[config.mk]
export PLATFORM = sky130hd
export DESIGN_NAME = button_gesture_classifier_unit
export DESIGN_NICKNAME = d
export VERILOG_FILES = /design/src/hdl/bgc_pkg.sv /design/src/hdl/bgc_core.sv /design/src/hdl/button_gesture_classifier_unit.sv
export SDC_FILE = /design/constraint.sdc
export NUM_CORES = 1
export LEC_CHECK = 0
export BUFFER_PORTS_ARGS = -buffer_cell sky130_fd_sc_hd__buf_2
export CAP_MARGIN = 10
export CORE_ASPECT_RATIO = 0.8
export CORE_UTILIZATION = 56
export DETAILED_ROUTE_END_ITERATION = 10
export GPL_TIMING_DRIVEN = 1
export PLACE_DENSITY_LB_ADDON = 0.2
export SLEW_MARGIN = 20
export SYNTH_ARGS = -nofsm -noshare
export SYNTH_HDL_FRONTEND = slang
export SYNTH_HIERARCHICAL = 1
export SYNTH_SLANG_ARGS = --single-unit
[constraint.sdc]
create_clock -name clk -period 3.32 [get_ports clk]
set_input_delay 0 -clock clk [delete_from_list [all_inputs] [get_ports clk]]
set_output_delay 0 -clock clk [all_outputs]
set_load 0.1 [all_outputs]
[src/hdl/bgc_pkg.sv]
// shared types and codes for the button gesture classifier
package bgc_pkg;

  localparam int unsigned TICK_W  = 16;
  localparam int unsigned CLICK_W = 2;

  typedef enum logic {
    OP_TICK = 1'b0,
    OP_KEY  = 1'b1
  } op_t;

  typedef enum logic [1:0] {
    KEY_PWR      = 2'd0,
    KEY_VOL_UP   = 2'd1,
    KEY_VOL_DOWN = 2'd2,
    KEY_OTHER    = 2'd3
  } key_code_t;

  typedef enum logic [1:0] {
    VAL_RELEASE = 2'd0,
    VAL_PRESS   = 2'd1,
    VAL_REPEAT  = 2'd2,
    VAL_SPARE   = 2'd3
  } key_value_t;

  typedef enum logic [1:0] {
    GEST_NONE   = 2'd0,
    GEST_LONG   = 2'd1,
    GEST_SINGLE = 2'd2,
    GEST_DOUBLE = 2'd3
  } gesture_t;

  localparam logic [1:0] VOL_IDLE = 2'b00;
  localparam logic [1:0] VOL_UP   = 2'b01;
  localparam logic [1:0] VOL_DOWN = 2'b11;

  localparam logic [CLICK_W-1:0] CLICK_MAX = 2'd3;
  localparam logic [TICK_W-1:0]  TICK_MAX  = 16'hFFFF;

  localparam logic [TICK_W-1:0] SHORT_RESET = 16'd350;
  localparam logic [TICK_W-1:0] LONG_RESET  = 16'd900;

  localparam logic CFG_SHORT = 1'b0;
  localparam logic CFG_LONG  = 1'b1;

  typedef struct packed {
    logic               button_held;
    logic               long_reported;
    logic [CLICK_W-1:0] click_count;
    logic [TICK_W-1:0]  hold_ticks;
    logic [TICK_W-1:0]  silence_ticks;
    logic [1:0]         vol_state;
  } bgc_state_t;

  localparam bgc_state_t STATE_RESET = '{
    button_held:   1'b0,
    long_reported: 1'b0,
    click_count:   '0,
    hold_ticks:    '0,
    silence_ticks: '0,
    vol_state:     VOL_IDLE
  };

endpackage

[src/hdl/bgc_core.sv]
// next-state and gesture logic for one tick or key event
module bgc_core
  import bgc_pkg::*;
(
  input  bgc_state_t        st,
  input  logic              operation,
  input  logic [1:0]        key_code,
  input  logic [1:0]        key_value,
  input  logic [TICK_W-1:0] short_window_ms,
  input  logic [TICK_W-1:0] long_hold_ms,
  output bgc_state_t        st_nxt,
  output logic [1:0]        gesture
);

  logic [TICK_W-1:0] hold_inc;
  logic [TICK_W-1:0] silence_inc;

  assign hold_inc    = (st.hold_ticks == TICK_MAX) ? st.hold_ticks : st.hold_ticks + 1'b1;
  assign silence_inc = (st.silence_ticks == TICK_MAX) ? st.silence_ticks
                                                      : st.silence_ticks + 1'b1;

  always_comb begin
    st_nxt  = st;
    gesture = GEST_NONE;
    if (operation == OP_TICK) begin
      if (st.button_held) begin
        st_nxt.hold_ticks = hold_inc;
        if (!st.long_reported && hold_inc >= long_hold_ms) begin
          st_nxt.long_reported = 1'b1;
          st_nxt.click_count   = '0;
          gesture              = GEST_LONG;
        end
      end else begin
        st_nxt.silence_ticks = silence_inc;
        if (st.click_count != '0 && silence_inc >= short_window_ms) begin
          gesture            = (st.click_count >= 2'd2) ? GEST_DOUBLE : GEST_SINGLE;
          st_nxt.click_count = '0;
        end
      end
    end else begin
      unique case (key_code)
        KEY_PWR: begin
          if (key_value == VAL_PRESS) begin
            st_nxt.button_held   = 1'b1;
            st_nxt.hold_ticks    = '0;
            st_nxt.long_reported = 1'b0;
          end else if (key_value == VAL_RELEASE) begin
            st_nxt.button_held   = 1'b0;
            st_nxt.silence_ticks = '0;
            if (!st.long_reported && st.click_count != CLICK_MAX) begin
              st_nxt.click_count = st.click_count + 1'b1;
            end
          end
        end
        KEY_VOL_UP: begin
          if (key_value != VAL_RELEASE) begin
            st_nxt.vol_state = VOL_UP;
          end else if (st.vol_state == VOL_UP) begin
            st_nxt.vol_state = VOL_IDLE;
          end
        end
        KEY_VOL_DOWN: begin
          if (key_value != VAL_RELEASE) begin
            st_nxt.vol_state = VOL_DOWN;
          end else if (st.vol_state == VOL_DOWN) begin
            st_nxt.vol_state = VOL_IDLE;
          end
        end
        default: begin
          st_nxt = st;
        end
      endcase
    end
  end

endmodule

[src/hdl/button_gesture_classifier_unit.sv]
// top level of the button gesture classifier
//
//   channel  ports                                           direction
//   in       in_valid in_stall in_operation in_key_code      input items
//            in_key_value
//   out      out_valid out_stall out_gesture                 result items
//            out_volume_direction
//   cfg      cfg_wr_en cfg_index cfg_data                    register writes
//
// one item per cycle while the output is not stalled; an input transfer reaches the
// result through the input register, then the state update into the result register
// one item may sit in the input register while a result waits to be taken
// synchronous reset clears state, registers go to 350 and 900 ticks
module button_gesture_classifier_unit
  import bgc_pkg::*;
(
  input  logic              clk,
  input  logic              rst_n,
  input  logic              in_valid,
  output logic              in_stall,
  input  logic              in_operation,
  input  logic [1:0]        in_key_code,
  input  logic [1:0]        in_key_value,
  output logic              out_valid,
  input  logic              out_stall,
  output logic [1:0]        out_gesture,
  output logic signed [1:0] out_volume_direction,
  input  logic              cfg_wr_en,
  input  logic              cfg_index,
  input  logic [TICK_W-1:0] cfg_data
);

  logic              s1_valid_r;
  logic              s1_op_r;
  logic [1:0]        s1_code_r;
  logic [1:0]        s1_value_r;
  logic              out_valid_r;
  logic [1:0]        gesture_r;
  logic [1:0]        vol_r;
  logic [TICK_W-1:0] short_r;
  logic [TICK_W-1:0] long_r;
  bgc_state_t        st_r;
  bgc_state_t        st_nxt;
  logic [1:0]        gesture_nxt;
  logic              out_free;
  logic              load;
  logic              in_xfer;

  assign out_free = !out_valid_r || !out_stall;
  assign load     = s1_valid_r && out_free;
  assign in_stall = s1_valid_r && !out_free;
  assign in_xfer  = in_valid && !in_stall;

  bgc_core u_core (
    .st              (st_r),
    .operation       (s1_op_r),
    .key_code        (s1_code_r),
    .key_value       (s1_value_r),
    .short_window_ms (short_r),
    .long_hold_ms    (long_r),
    .st_nxt          (st_nxt),
    .gesture         (gesture_nxt)
  );

  always_ff @(posedge clk) begin
    if (!rst_n) begin
      short_r <= SHORT_RESET;
      long_r  <= LONG_RESET;
    end else if (cfg_wr_en) begin
      if (cfg_index == CFG_SHORT) begin
        short_r <= cfg_data;
      end else begin
        long_r <= cfg_data;
      end
    end
  end

  always_ff @(posedge clk) begin
    if (!rst_n) begin
      s1_valid_r  <= 1'b0;
      out_valid_r <= 1'b0;
      st_r        <= STATE_RESET;
    end else begin
      if (in_xfer) begin
        s1_valid_r <= 1'b1;
      end else if (load) begin
        s1_valid_r <= 1'b0;
      end
      if (load) begin
        out_valid_r <= 1'b1;
        st_r        <= st_nxt;
      end else if (!out_stall) begin
        out_valid_r <= 1'b0;
      end
    end
  end

  always_ff @(posedge clk) begin
    if (in_xfer) begin
      s1_op_r    <= in_operation;
      s1_code_r  <= in_key_code;
      s1_value_r <= in_key_value;
    end
    if (load) begin
      gesture_r <= gesture_nxt;
      vol_r     <= st_nxt.vol_state;
    end
  end

  assign out_valid            = out_valid_r;
  assign out_gesture          = gesture_r;
  assign out_volume_direction = vol_r;

  a_long_marks: assert property (@(posedge clk) disable iff (!rst_n)
    load && gesture_nxt == GEST_LONG |=> st_r.long_reported && st_r.click_count == '0)
    else $error("long press without marking the hold");

  a_click_clears: assert property (@(posedge clk) disable iff (!rst_n)
    load && (gesture_nxt == GEST_SINGLE || gesture_nxt == GEST_DOUBLE)
    |=> st_r.click_count == '0 && !st_r.button_held)
    else $error("click gesture left clicks pending");

  a_state_holds: assert property (@(posedge clk) disable iff (!rst_n)
    !load |=> $stable(st_r))
    else $error("state changed without a transfer");

  a_vol_code: assert property (@(posedge clk) disable iff (!rst_n)
    st_r.vol_state != 2'b10)
    else $error("volume state holds an unused code");

endmodule
==> impl.org, run 1 <==
** Outcome
- The run finished with clean final reports.

** Cells and area
- The repair_antennas step left the layout with diodes totalling 0.
- The finished layout holds 872 standard cells, fillers aside.
- Most common library cell in the layout ignoring fill and taps :: nand2_1
- Utilization after layout :: 69.9%
- From synthesis to final layout, the design area changed by 20.4%.
- Number of nets in the final layout :: 819
- Cells with a size suffix above 1 make up 18.2% of the layout.
- In the layout the commonest cells are nand2_1, nand3_1, dfxtp_1.

** Hold path
- Worst min-delay path endpoint :: short_r[15]$_SDFFE_PN0P_
- Min-delay worst type :: primary input to register
- The worst hold path begins at cfg_index.
- Hold Crit Depth :: 4

** Clock network
- Counting the buffers created by CTS gives 9.
- The tree built by TritonCTS fans out to 81 sinks.
- Clock transition at the register clock pins on the worst setup and hold paths after CTS :: 0.07 ns
- In this run the number of H-tree levels came out at 3.
- CTS placed an instance of clkbuf_16 at the clock tree root.
- No sink is reached through more buffers than the 2 on the longest clock path.
- The clock reaches the later pin of the worst-skew pair after 0.34 ns.
- TritonCTS built the clock tree.

** Run
- Number of violations of the max-capacitance limit :: 0

** Global route
- Global route overflow :: 0
- Number of antenna violations at the first check in global routing :: 0
- Global Route Usage Sum :: 28.0%
- The number of global-route vias before repair was 4,716.
- Global-route wire length before repair :: 22.1 mm
- Largest net degree at the start of global routing :: 81

** Drt
- Number of vias per cell :: 5.84
- After detailed routing, the total wire length is 13.8 mm.
- The detail route stage leaves a number of antenna-violating nets equal to 0.
- Residual DRC count :: 0
- Via count :: 5,091
- After detailed routing, the average wire length per cell comes to 15.8 um.
- The pre-antenna-repair detailed-routing pass consisted of 5 iterations.
- Starting DRC count in detailed routing :: 448

** STA
- Fin. Hold Viols :: 0
- Counting I/O delays and the setup requirement, the final critical path takes 3.27 ns.
- After layout, the worst path uses 98.6% of the clock period.
- Slew margin rel. :: 31.2%
- Setup repair after global routing could not meet its margin everywhere.
- Worst hold slack :: 0.217 ns
- Actual slew at the worst max-slew pin :: 1.03 ns
- Setup violations remaining at the end of the flow were counted as 0.
- Timing would allow up to 306 MHz.
- Between clock sinks in the finished design, the worst skew comes to 0.00752 ns.
- Min setup slack post-route :: 0.0476 ns
- Final Max Slew Viols :: 0

** Floorplanning
- In this run the horizontal extent of the chip is 111 um.
- The total area inside the core boundary comes to 9110 um^2.
- Number of top-level design ports :: 33
- For this configuration, the core starts out at a cell density of 58.1%.
- The die covers 9850 um^2.
- The floorplan step set the die height to 89.0 um.
- Std cell rows :: 31

** Synthesis
- Mapped Cells :: 687
- In this run, synthesis produced a sequential element count of 81.
- In the synthesized netlist the dominant register cell turns out to be dfxtp_1.
- Counting flops with an async set or reset pin after synthesis yields a share of 0%.
- Warnings, synthesis :: 6
- Yosys mapped the design onto 58 distinct sky130hd cell types.
- Fraction of the yosys area taken by sequential cells :: 32.3%
- Post-synth net total :: 754
- Mean instance size in the synthesized netlist :: 7.71 um^2
- EDFF count, synth :: 9
- Post-Syn Area :: 5290 um^2

** Placed design
- At the placement stage, the worst setup path has a slack of -0.199 ns.
- Including well taps, the total number of placed cells is 824.
- The wire-length estimate of the detail-placed layout is 9.40 mm.
- Port buffering added 32 buffers.
- Final weighted congestion of routability-driven global placement :: 0.888

** Pwr
- Cell internal pwr :: 0.00162 W
- Sw frac :: 27.6%
- The analysis attributes to cell leakage a power of 2.60 nW.
- Sequential cells burn 46.2% of the power.
- Max rail drop VDD :: 342 uV
- Switching power :: 0.000618 W
- Share of total power in the clock network :: 43.2%
- Dividing total power by cell area gives a power density of 351 nW/um^2.
- Power share of the combinational group :: 10.6%

** Setup path
- Setup slack, reg-to-reg :: 0.05 ns
- The critical path in this run is classified as register to register.
- The worst setup path is captured at a register.
- Biggest fanout along the worst timing path :: 6
- For the worst setup path, the data arrival time is 3.47 ns.
- STA puts the critical path data required time at 3.52 ns.
- Capture point of the worst reg-to-reg path :: st_r[34]$_SDFFE_PN0P_
- CP startpoint kind :: register
- FF-to-FF Start :: st_r[7]$_SDFFE_PN0P_
- The number of cells on the worst reg-to-reg path is 14.
==> cells in the mapped netlist, types with 2 or more instances <==
cell | count | share of area [%]
o211ai_1 | 4 | 0.57
a31oi_1 | 8 | 0.95
dfxtp_1 | 72 | 27
ha_1 | 40 | 9.5
a21boi_1 | 4 | 0.57
and4_1 | 2 | 0.33
xor2_1 | 6 | 0.99
o21ai_1 | 3 | 0.28
buf_2 | 20 | 1.9
and3_1 | 10 | 1.2
o21ai_0 | 58 | 5.5
a22o_1 | 9 | 1.5
nor2b_1 | 3 | 0.35
nand4_1 | 13 | 1.5
nor2_1 | 26 | 1.8
or3_1 | 4 | 0.47
mux2_2 | 2 | 0.43
buf_6 | 7 | 1.5
a211oi_1 | 3 | 0.43
nor3_1 | 5 | 0.47
nand2_2 | 2 | 0.24
and2_1 | 3 | 0.35
nand2_1 | 142 | 10
nand3_1 | 67 | 6.3
xnor2_1 | 20 | 3.3
clkbuf_1 | 9 | 0.64
a21o_1 | 2 | 0.28
a21boi_0 | 18 | 2.6
buf_4 | 4 | 0.57
inv_1 | 42 | 3.0
o2bb2ai_1 | 5 | 0.83
nand2b_1 | 3 | 0.35
a21oi_1 | 25 | 2.4
o31ai_1 | 10 | 1.4
edfxtp_1 | 9 | 5.1
o21a_1 | 5 | 0.71
==> worst max-delay path by stage <==
| stage | to | cells after the start | from | slack, ns |
|---|---|---|---|---|
| 2_1_floorplan | st_r[35]$_SDFFE_PN0P_ | 15 | st_r[6]$_SDFFE_PN0P_ | 0.19 |
| 3_3_place_gp | st_r[35]$_SDFFE_PN0P_ | 14 | st_r[28]$_SDFFE_PN0P_ | 0.04 |
| 3_5_place_dp | st_r[35]$_SDFFE_PN0P_ | 14 | st_r[3]$_SDFFE_PN0P_ | -0.20 |
| 4_1_cts | st_r[35]$_SDFFE_PN0P_ | 14 | st_r[26]$_SDFFE_PN0P_ | 0.006 |
| 5_1_grt | st_r[35]$_SDFFE_PN0P_ | 14 | st_r[20]$_SDFFE_PN0P_ | -0.11 |
| 6_report | st_r[34]$_SDFFE_PN0P_ | 14 | st_r[7]$_SDFFE_PN0P_ | 0.05 |
==> sequential cells by signal, summed over array words and instances, names as in the netlist, 2 cells and up <==
| signal | flops |
|---|---|
| long_r | 16 |
| out_gesture | 2 |
| out_volume_direction | 2 |
| s1_code_r | 2 |
| s1_value_r | 2 |
| short_r | 16 |
| st_r | 38 |
==> critical path, stage by stage, from the launching register on <==
cell and delay [ns]:
dfxtp_2 0.39, and4_4 0.26, nand2_1 0.07, nor3_2 0.21, and3_1 0.20, mux2_4 0.32
ha_4 0.28, nand4_1 0.11, or3_4 0.41, a221oi_2 0.20, o31a_1 0.23, a31oi_2 0.06
a22o_1 0.23, nand3_1 0.06, o21ai_1 0.08
==> cells by family (layout without fill, tap and decap cells) <==
logic type	count (synthesis)	in the layout	share of synthesized area, %
and+or+nand+nor	287	287	25.0
buffers and inverters	84	154	7.73
xor gates and xnor gates	26	26	4.30
adders and majority gates	40	40	9.45
AOI/OAI and AO/OA	165	165	20.3
muxes	4	4	0.827
DFF	81	81	32.3
==> area by class of cell <==
type,instances,area (um^2)
fillers,726,2740
well taps,115,144
clock inverters,7,62.6
flip-flops and latches,81,1740
inverters,43,161
repair buffers,95,704
multi-input cells,522,3340
clock buffers,9,225
==> power by group through the flow <==
stage                     Combinational [W]  Clock (W)  Sequential (W)
final                              0.000237   0.000968         0.00103
after global routing               0.000261    0.00102         0.00104
after CTS                          0.000227   0.000985         0.00104
after detailed placement           0.000204          0         0.00106
after global placement             0.000197          0         0.00106
after floorplan                    0.000135          0         0.00107
==> metrics by stage <==
step	TNS [ns]	cell area (um^2)	power (W)
3_5_place_dp	-0.400	5600	0.00126
5_1_grt	-0.297	6370	0.00232
2_1_floorplan	0	5290	0.00121
4_1_cts	0	6160	0.00225
3_3_place_gp	0	5600	0.00125
6_report	0	6370	0.00224
==> metal layers <==
metal  track usage, %  share of wire, %  up-vias
met2             46.2                46      157
met5                0                 0        -
met3             4.95               5.3       28
met4             10.9               2.2        0
met1             37.2                46     2384
li1                 -                 -     2522
==> repair_timing <==
action | 4_1_cts | 5_1_grt
setup endpoints to repair | 3 | 4
endpoints found under the hold margin | 39 | 0
hold buffers | 23 | 0
gates resized for setup | 12 | 42
pin swaps | 2 | 18
buffers inserted | 0 | 9
Power figures use the tool's default switching activity.
==> run 2: changes to the inputs <==
--- a/config.mk
+++ b/config.mk
@@ -5,6 +5,7 @@
 export SDC_FILE = /design/constraint.sdc
 export NUM_CORES = 1
 export LEC_CHECK = 0
+export ABC_AREA = 1
 export BUFFER_PORTS_ARGS = -buffer_cell sky130_fd_sc_hd__buf_2
 export CAP_MARGIN = 10
 export CORE_ASPECT_RATIO = 0.8
==> run 2 against run 1 <==
Net effect:
- core utilization shrank 5.1 points
- highest routed layer unchanged
- total power rose by 25%
- via count grew 15%
- critical path depth up 10
- critical endpoint is now st_r[35]$_SDFFE_PN0P_
- worst setup slack improved by 0.30 ns
- combinational power grew 150%
- largest cell class unchanged
- largest power group unchanged
- clock power is 13% higher
- clock skew is 0.0041 ns lower
- die area grew 14%
==> impl.org, run 2 <==
** Cells and area
- Proportion of layout cells with a drive suffix above 1 :: 10.1%
- The register with the most flip-flops in the layout has 38 of them.
- From synthesis to final layout, the design area changed by 11.3%.
- Leaving out fill and tap cells, the most frequent cell in the layout is nand2_1.
- In the final layout, the registers with the most flip-flops are st_r x38, long_r x16, short_r x16.
- With fillers left out, the area of the finished cells amounts to 6720 um^2.
- Number of fill cells in the layout :: 967
- Most flop-heavy register :: st_r
- Once layout is complete, the utilization of the core stands at 64.8%.
- The net count of the finished layout is 1,031.
- 0 antenna diodes ended up in the layout.
- The top cell types in the final layout, fill and taps aside, are nand2_1, nor2_1, inv_1.

** Floorplanning
- Std cell rows :: 33
- During I/O placement, the number of pins put on the boundary was 33.
- Die width :: 118 um
- In this run the vertical extent of the chip is 94.9 um.
- Full die area :: 11,200 um^2
- Initial core utilization :: 58.2%
- Floorplan core area :: 10,400 um^2

** Setup path
- Worst Reg-to-Reg Cells :: 24
- Crit path required time :: 3.55 ns
- FF-to-FF Start :: st_r[19]$_SDFFE_PN0P_
- Endpoint type of the worst setup path :: register
- The worst setup path is launched from a register.
- For the worst setup path, the data arrival time is 3.20 ns.
- Among the stages of the critical path, the cell type that occurs most often is nand2_1.
- Capture point of the worst reg-to-reg path :: st_r[35]$_SDFFE_PN0P_
- Traced cell by cell, the critical path runs through ha_1 > nand2_1 > nor2_2 > nand2_1 > nor2_2 > inv_2 > o21bai_2 > inv_1 > ha_1 > nand2_1 > nand2_1 > nand2_1 > nand2_1 > nand2_1 > nand2_1 > nand2_1 > nand3_1 > nand3_1 > nand3_1 > nand2_1 > inv_1 > nand3_1 > nand2_1 > nor2_1.
- Critical Path End :: st_r[35]$_SDFFE_PN0P_
- Largest stage delay on the critical path :: 0.42 ns
- On the critical path, the stage with the largest delay is an instance of dfxtp_1.
- For flop-to-flop paths, the worst setup slack is 0.35 ns.
- The worst setup path is of the register to register kind.
- Biggest fanout along the worst timing path :: 12
- In this run the worst setup path begins at st_r[19]$_SDFFE_PN0P_.

** Synthesis
- The biggest area contributor in the post-synthesis netlist is dfxtp_1.
- Counting flops with a built-in enable in the synthesized netlist gives 9.
- Counting every net in the synthesized netlist gives 1,003.
- Synthesis produced a netlist whose cell count is 936.
- Top flip-flop cell by instance count after synthesis :: dfxtp_1
- Post-Syn Area :: 6030 um^2
- After synthesis, the largest area contributor takes up 23.9% of total cell area.
- Counting flops and latches in the post-synthesis netlist gives 81.
- Cells taking the most area after synthesis :: dfxtp_1, nand2_1, nor2_1, ha_1, inv_1
- Fraction of the yosys area taken by sequential cells :: 28.4%
- Number of unique standard cell types used by synthesis :: 41
- Mean instance size in the synthesized netlist :: 6.45 um^2
- Of all flip-flops after synthesis, the portion carrying an async set or reset was 0%.
- Among all cell types in the netlist, the one instantiated most often is nand2_1.
- Warnings, synthesis :: 6
- Commonest cells in the synthesized netlist :: nand2_1, nor2_1, inv_1

** Clock network
- Level count of the clock H-tree :: 3
- Clock latency on the worst-skew pair, taken at its later pin, is 0.33 ns.
- The clock net in this run drives a total of 81 sinks.
- Postcts setup bufs :: 0
- CTS placed an instance of clkbuf_16 at the clock tree root.
- TritonCTS clock tree :: yes
- Buffer levels on the longest clock path :: 2
- Clock transition at the register clock pins on the worst setup and hold paths after CTS :: 0.06 ns
- Clock tree synthesis inserted a total of 9 buffers.

** Pwr
- Max rail drop VDD :: 248 uV
- Power density relative to cell area :: 417 nW/um^2
- Summed over all cells, the static leakage comes to 3.18 nW.

** Placed design
- Port-buffer cells :: 32
- Final HPWL from detailed placement :: 10.2 mm
- Instance area after placement :: 6170 um^2
- Final weighted congestion of routability-driven global placement :: 0.951

** STA
- Counting I/O delays and the setup requirement, the final critical path takes 2.97 ns.
- Actual slew at the worst max-slew pin :: 0.875 ns
- Summed over all failing endpoints, the final setup total negative slack is 0 ns.
- Share of the clock period used by the worst path after layout :: 89.4%
- Setup repair after global routing left no endpoint under its margin.
- Count of endpoints failing setup in the final report :: 0
- Slew margin rel. :: 41.7%
- Final Max Slew Viols :: 0
- Max Freq :: 337 MHz
- The number of endpoints with negative hold slack in the final report is 0.
- On the final layout, the worst clock skew is 0.00344 ns.

** Run
- Number of violations of the max-capacitance limit :: 0

** Drt
- Once detail routing completed, the nets flagged for antenna violations numbered 0.
- Number of vias per cell :: 5.29
- Residual DRC count :: 0
- Via count :: 5,865
- Detailed-route wire length :: 14.8 mm
- In this run, the number of DRC markers left after iteration 0 of detailed routing was 390.
- Wire length per cell :: 13.3 um
- The first detailed-routing pass ran for 5 iterations.

** Global route
- Entering global routing, the biggest net connects 77 pins.
- Global route overflow :: 0
- The number of global-route vias before repair was 5,206.
- Across every metal layer, demand over resource in global routing totals 27.7%.
- The number of antenna violations at the first check in global routing is 0.
- Global-route wire length before repair :: 25.0 mm

** Hold path
- The path class of the tightest hold or removal check is primary input to register.

** Outcome
- Run status :: finished, final reports clean
-- run 2: cell types whose count changed after synthesis, sizes merged, moves of 13 or more --
cell | previous run | this run
a21oi | 25 | 78
xor2 | 6 | 23
nand2 | 144 | 188
inv | 42 | 135
nor2 | 26 | 145
xnor2 | 20 | 0
nand3 | 68 | 81
a21boi | 23 | 3
-- run 2: area by class of cell --
class	count	area, um^2	share of cell area (%)
Clock inverter	4	77.6	1.15
Clock buffer	12	246	3.67
Multi-Input combinational cell	674	3550	52.9
Sequential cell	81	1720	25.5
Timing Repair Buffer	61	433	6.45
Tap cell	140	175	2.61
Inverter	137	514	7.66
-- run 2: critical path: cells and delay by family, from the launching register on --
family	cells	cell delay, ns
AOI/OAI and AO/OA	1	0.17
adders and majority gates	2	0.50
buffers and inverters	3	0.26
DFF	1	0.42
and+or+nand+nor	18	1.49
-- run 2: what timing repair did --
item | in CTS | in global routing
endpoints found under the setup margin | 0 | 2
hold buffers | 22 | 0
hold endpoints to repair | 35 | 0
gates resized for setup | 0 | 2
-- run 2: worst min path at each step --
stage / startpoint / to / cells past startpoint
floorplan: in_key_code[0] / s1_code_r[0]$_DFFE_PP_ / 0
global placement: in_key_value[0] / s1_value_r[0]$_DFFE_PP_ / 1
detailed placement: in_key_value[1] / s1_value_r[1]$_DFFE_PP_ / 1
CTS: out_stall / s1_valid_r$_SDFFE_PN0P_ / 3
global route: out_stall / s1_valid_r$_SDFFE_PN0P_ / 3
finish: out_stall / s1_valid_r$_SDFFE_PN0P_ / 3
-- run 2: routing by layer --
layer	share of wire, %	global-route usage, %	vias up
li1	-	-	3053
met1	48	36.5	2634
met2	45	47.5	161
met3	5.1	4.17	17
met4	1.4	7.16	0
met5	0	0	-
-- run 2: cells by family (layout without fill, tap and decap cells) --
| kind of cell | after synthesis | count (layout) | synth area share [%] |
|---|---|---|---|
| AOI/OAI and AO/OA | 165 | 165 | 14.6 |
| xor gates and xnor gates | 23 | 23 | 3.34 |
| adders and majority gates | 40 | 40 | 8.29 |
| buffers and inverters | 181 | 214 | 12.8 |
| DFF | 81 | 81 | 28.4 |
| and+or+nand+nor | 446 | 446 | 32.6 |
-- run 2: where the power goes --
part / switching (W) / internal (W) / total, W
clock network: 0.000404 / 0.000683 / 0.00109
registers: 0.0000682 / 0.00106 / 0.00113
logic: 0.000370 / 0.000220 / 0.000590
-- run 2: per-stage QoR --
| stage | total power, W | setup slack, ns | std cells | hold WS [ns] |
|---|---|---|---|---|
| 2_1_floorplan | 0.00158 | 0.760 | 936 | 0.0989 |
| 3_3_place_gp | 0.00170 | 0.478 | 1071 | 0.178 |
| 3_5_place_dp | 0.00171 | 0.425 | 1071 | 0.179 |
| 4_1_cts | 0.00282 | 0.339 | 1109 | 0.00634 |
| 5_1_grt | 0.00296 | 0.00698 | 1109 | 0.0273 |
| 6_report | 0.00280 | 0.350 | 1109 | 0.0120 |
==> run 3: changes to the inputs <==
--- a/config.mk
+++ b/config.mk
@@ -6,11 +6,11 @@
 export NUM_CORES = 1
 export LEC_CHECK = 0
 export ABC_AREA = 1
-export BUFFER_PORTS_ARGS = -buffer_cell sky130_fd_sc_hd__buf_2
-export CAP_MARGIN = 10
+export CAP_MARGIN = 20
 export CORE_ASPECT_RATIO = 0.8
-export CORE_UTILIZATION = 56
+export CORE_UTILIZATION = 59
 export DETAILED_ROUTE_END_ITERATION = 10
+export DONT_BUFFER_PORTS = 1
 export GPL_TIMING_DRIVEN = 1
 export PLACE_DENSITY_LB_ADDON = 0.2
 export SLEW_MARGIN = 20
==> run 3 against run 2 <==
Net effect:
- combinational power fell by 1%
- clock skew grew 0.0027 ns
- first-iteration DRC count is 9.7% higher
- largest cell class unchanged
- cell count down 2.2%
- critical path type unchanged
- total power fell by 3.9%
- worst setup slack improved by 0.011 ns
- global-route usage rose by 3.8 points
- the flow now finishes with violations (hold timing)
==> impl.org, run 3 (synthesis results as in run 2) <==
** Floorplanning
- Measured along the x axis, the die boundary spans 115 um.
- After floorplanning, the core was sized to cover 9770 um^2.
- Number of top-level design ports :: 33
- Row generation in the floorplan step produced 32 rows.
- Vert. Die Dim :: 92.5 um
- Once the floorplan was initialized, standard cells occupied 61.8% of the core.
- Full die area :: 10,600 um^2

** Cells and area
- Largest regs :: st_r x38, long_r x16, short_r x16
- Most common library cell in the layout ignoring fill and taps :: nand2_1
- Most flop-heavy register :: st_r
- The repair_antennas step left the layout with diodes totalling 0.
- Largest register FFs :: 38
- Commonest cells after routing, fill and taps aside :: nand2_1, nor2_1, inv_1
- The post-route netlist has 7.38% of its cells at a drive strength greater than 1.
- The net count of the finished layout is 1,011.
- Relative to the synthesized area, the layout overhead comes to 10.1%.
- The finished layout holds 1,085 standard cells, fillers aside.

** STA
- Clock period minus worst slack :: 2.96 ns
- Min setup slack post-route :: 0.361 ns
- Setup violations remaining at the end of the flow were counted as 0.
- For the pin with the worst max-slew slack, the measured transition is 0.901 ns.
- Setup clock skew after layout :: 0.00618 ns
- The total count of max-transition violations in the final report was 0.
- Measured against its own limit, the worst slew margin works out to 40.0%.
- Setup TNS :: 0 ns
- Worst hold slack :: -0.00802 ns
- Setup repair after global routing left no endpoint under its margin.
- Max Freq :: 338 MHz
- Share of the clock period used by the worst path after layout :: 89.1%
- Fin. Hold Viols :: 2

** Hold path
- In this run the worst hold path is classified as primary input to register.

** Setup path
- Biggest fanout along the worst timing path :: 13
- The worst setup path is launched from a register.
- Worst endpoint data arrival time :: 3.24 ns
- Data on the critical path is required at its endpoint by 3.60 ns.
- Endpoint type of the worst setup path :: register
- Critical path class :: register to register

** Placed design
- OpenSTA, run right after detailed placement, puts the worst setup slack at 0.337 ns.
- Port-buffer cells :: 0
- Detailed placement finished with a half-perimeter wire length of 10.9 mm.
- The congestion estimate from routability-driven global placement came to 0.919.
- Number of cells in the design after placement :: 1,035

** Drt
- Via count :: 6,044
- First drt pass iteration count :: 6
- Residual DRC count :: 0
- Antenna Nets Post-Route :: 0
- Detailed-route wire length :: 15.9 mm
- Starting DRC count in detailed routing :: 428
- Number of vias per cell :: 5.57
- Wire length per cell :: 14.6 um

** Clock network
- Counting along the longest clock path gives a buffer depth of 2.
- The number of clock buffers added by TritonCTS is 9.
- In this run the clock root is driven by a clkbuf_16.
- TritonCTS built the clock tree.
- Clock latency on the worst-skew pair :: 0.35 ns
- CTS saw 81 sinks.
- The H-tree was split into 3 levels.
- After clock tree synthesis, the clock-pin slew on the worst setup and hold paths is 0.07 ns.

** Run
- Across the run, the number of max-cap violations was 0.

** Global route
- Global route overflow :: 0
- Entering global routing, the biggest net connects 77 pins.
- Number of antenna violations at the first check in global routing :: 0
- Global Route Usage Sum :: 31.5%
- Number of global-route vias before repair :: 5,654
- Global-route wire length before repair :: 26.5 mm

** Pwr
- For this design the ratio of total power to cell area is 405 nW/um^2.
- Max rail drop VDD :: 256 uV
- The analysis attributes to cell leakage a power of 3.08 nW.

** Outcome
- Run status :: finished with violations
- The final reports fail on hold timing.
[run 3: layout make-up]
cell class | instances | area (um^2)
Tap cell | 136 | 170
Inverter | 137 | 514
Timing Repair Buffer | 41 | 410
Clock buffer | 9 | 225
Multi-Input combinational cell | 674 | 3560
Clock inverter | 7 | 52.6
Sequential cell | 81 | 1720
Fill cell | 893 | 3120
[run 3: final timing paths]
path	start	to	slack, ns	cells after the start
min reg2reg	long_r[2]$_SDFFE_PN1P_	long_r[2]$_SDFFE_PN1P_	0.49	2
min	rst_n	long_r[7]$_SDFFE_PN1P_	-0.008	2
max reg2reg	st_r[2]$_SDFFE_PN0P_	st_r[34]$_SDFFE_PN0P_	0.36	21
max	st_r[2]$_SDFFE_PN0P_	st_r[34]$_SDFFE_PN0P_	0.36	21
[run 3: critical path, stage by stage, from the launching register on]
cell     delay [ns]
dfxtp_1        0.48
ha_1           0.29
nand2_1        0.07
inv_1          0.09
nand3_2        0.11
nor2_4         0.16
inv_2          0.17
o21ai_0        0.18
ha_1           0.30
nand2_1        0.09
nor2_1         0.05
a21oi_1        0.13
nand3_1        0.11
nand2_1        0.07
nand2_1        0.08
nand2_1        0.11
nand3_1        0.08
nand2_1        0.06
inv_1          0.03
nand3_1        0.07
nand2_1        0.07
nor2_1         0.09
[run 3: layer usage]
layer	vias up	wire (um)	track usage (%)
met2	202	7570	54.6
met5	-	0	0
li1	3022	-	-
met3	31	931	6.15
met4	0	275	9.96
met1	2789	7110	39.2
[run 3: power breakdown]
part / total, W / switching [W] / leakage [nW] / internal [W]
sequential: 0.00115 / 0.0000892 / 0.682 / 0.00106
clock: 0.000965 / 0.000451 / 0.137 / 0.000514
combinational: 0.000582 / 0.000359 / 2.26 / 0.000222
[run 3: what timing repair did]
| action | 4_1_cts | 5_1_grt |
|---|---|---|
| gates resized for setup | 0 | 3 |
| hold buffers | 34 | 0 |
| endpoints found under the hold margin | 86 | 0 |
| setup buffers | 0 | 0 |
| endpoints found under the setup margin | 0 | 3 |
[run 3: metrics by stage]
stage / total power, W / area (um^2) / util, %
after floorplan: 0.00158 / 6030 / -
after global placement: 0.00166 / 6000 / 61.5
after detailed placement: 0.00168 / 6000 / 61.5
after CTS: 0.00269 / 6640 / 68.0
after global routing: 0.00284 / 6650 / 68.0
final: 0.00269 / 6650 / 68.0
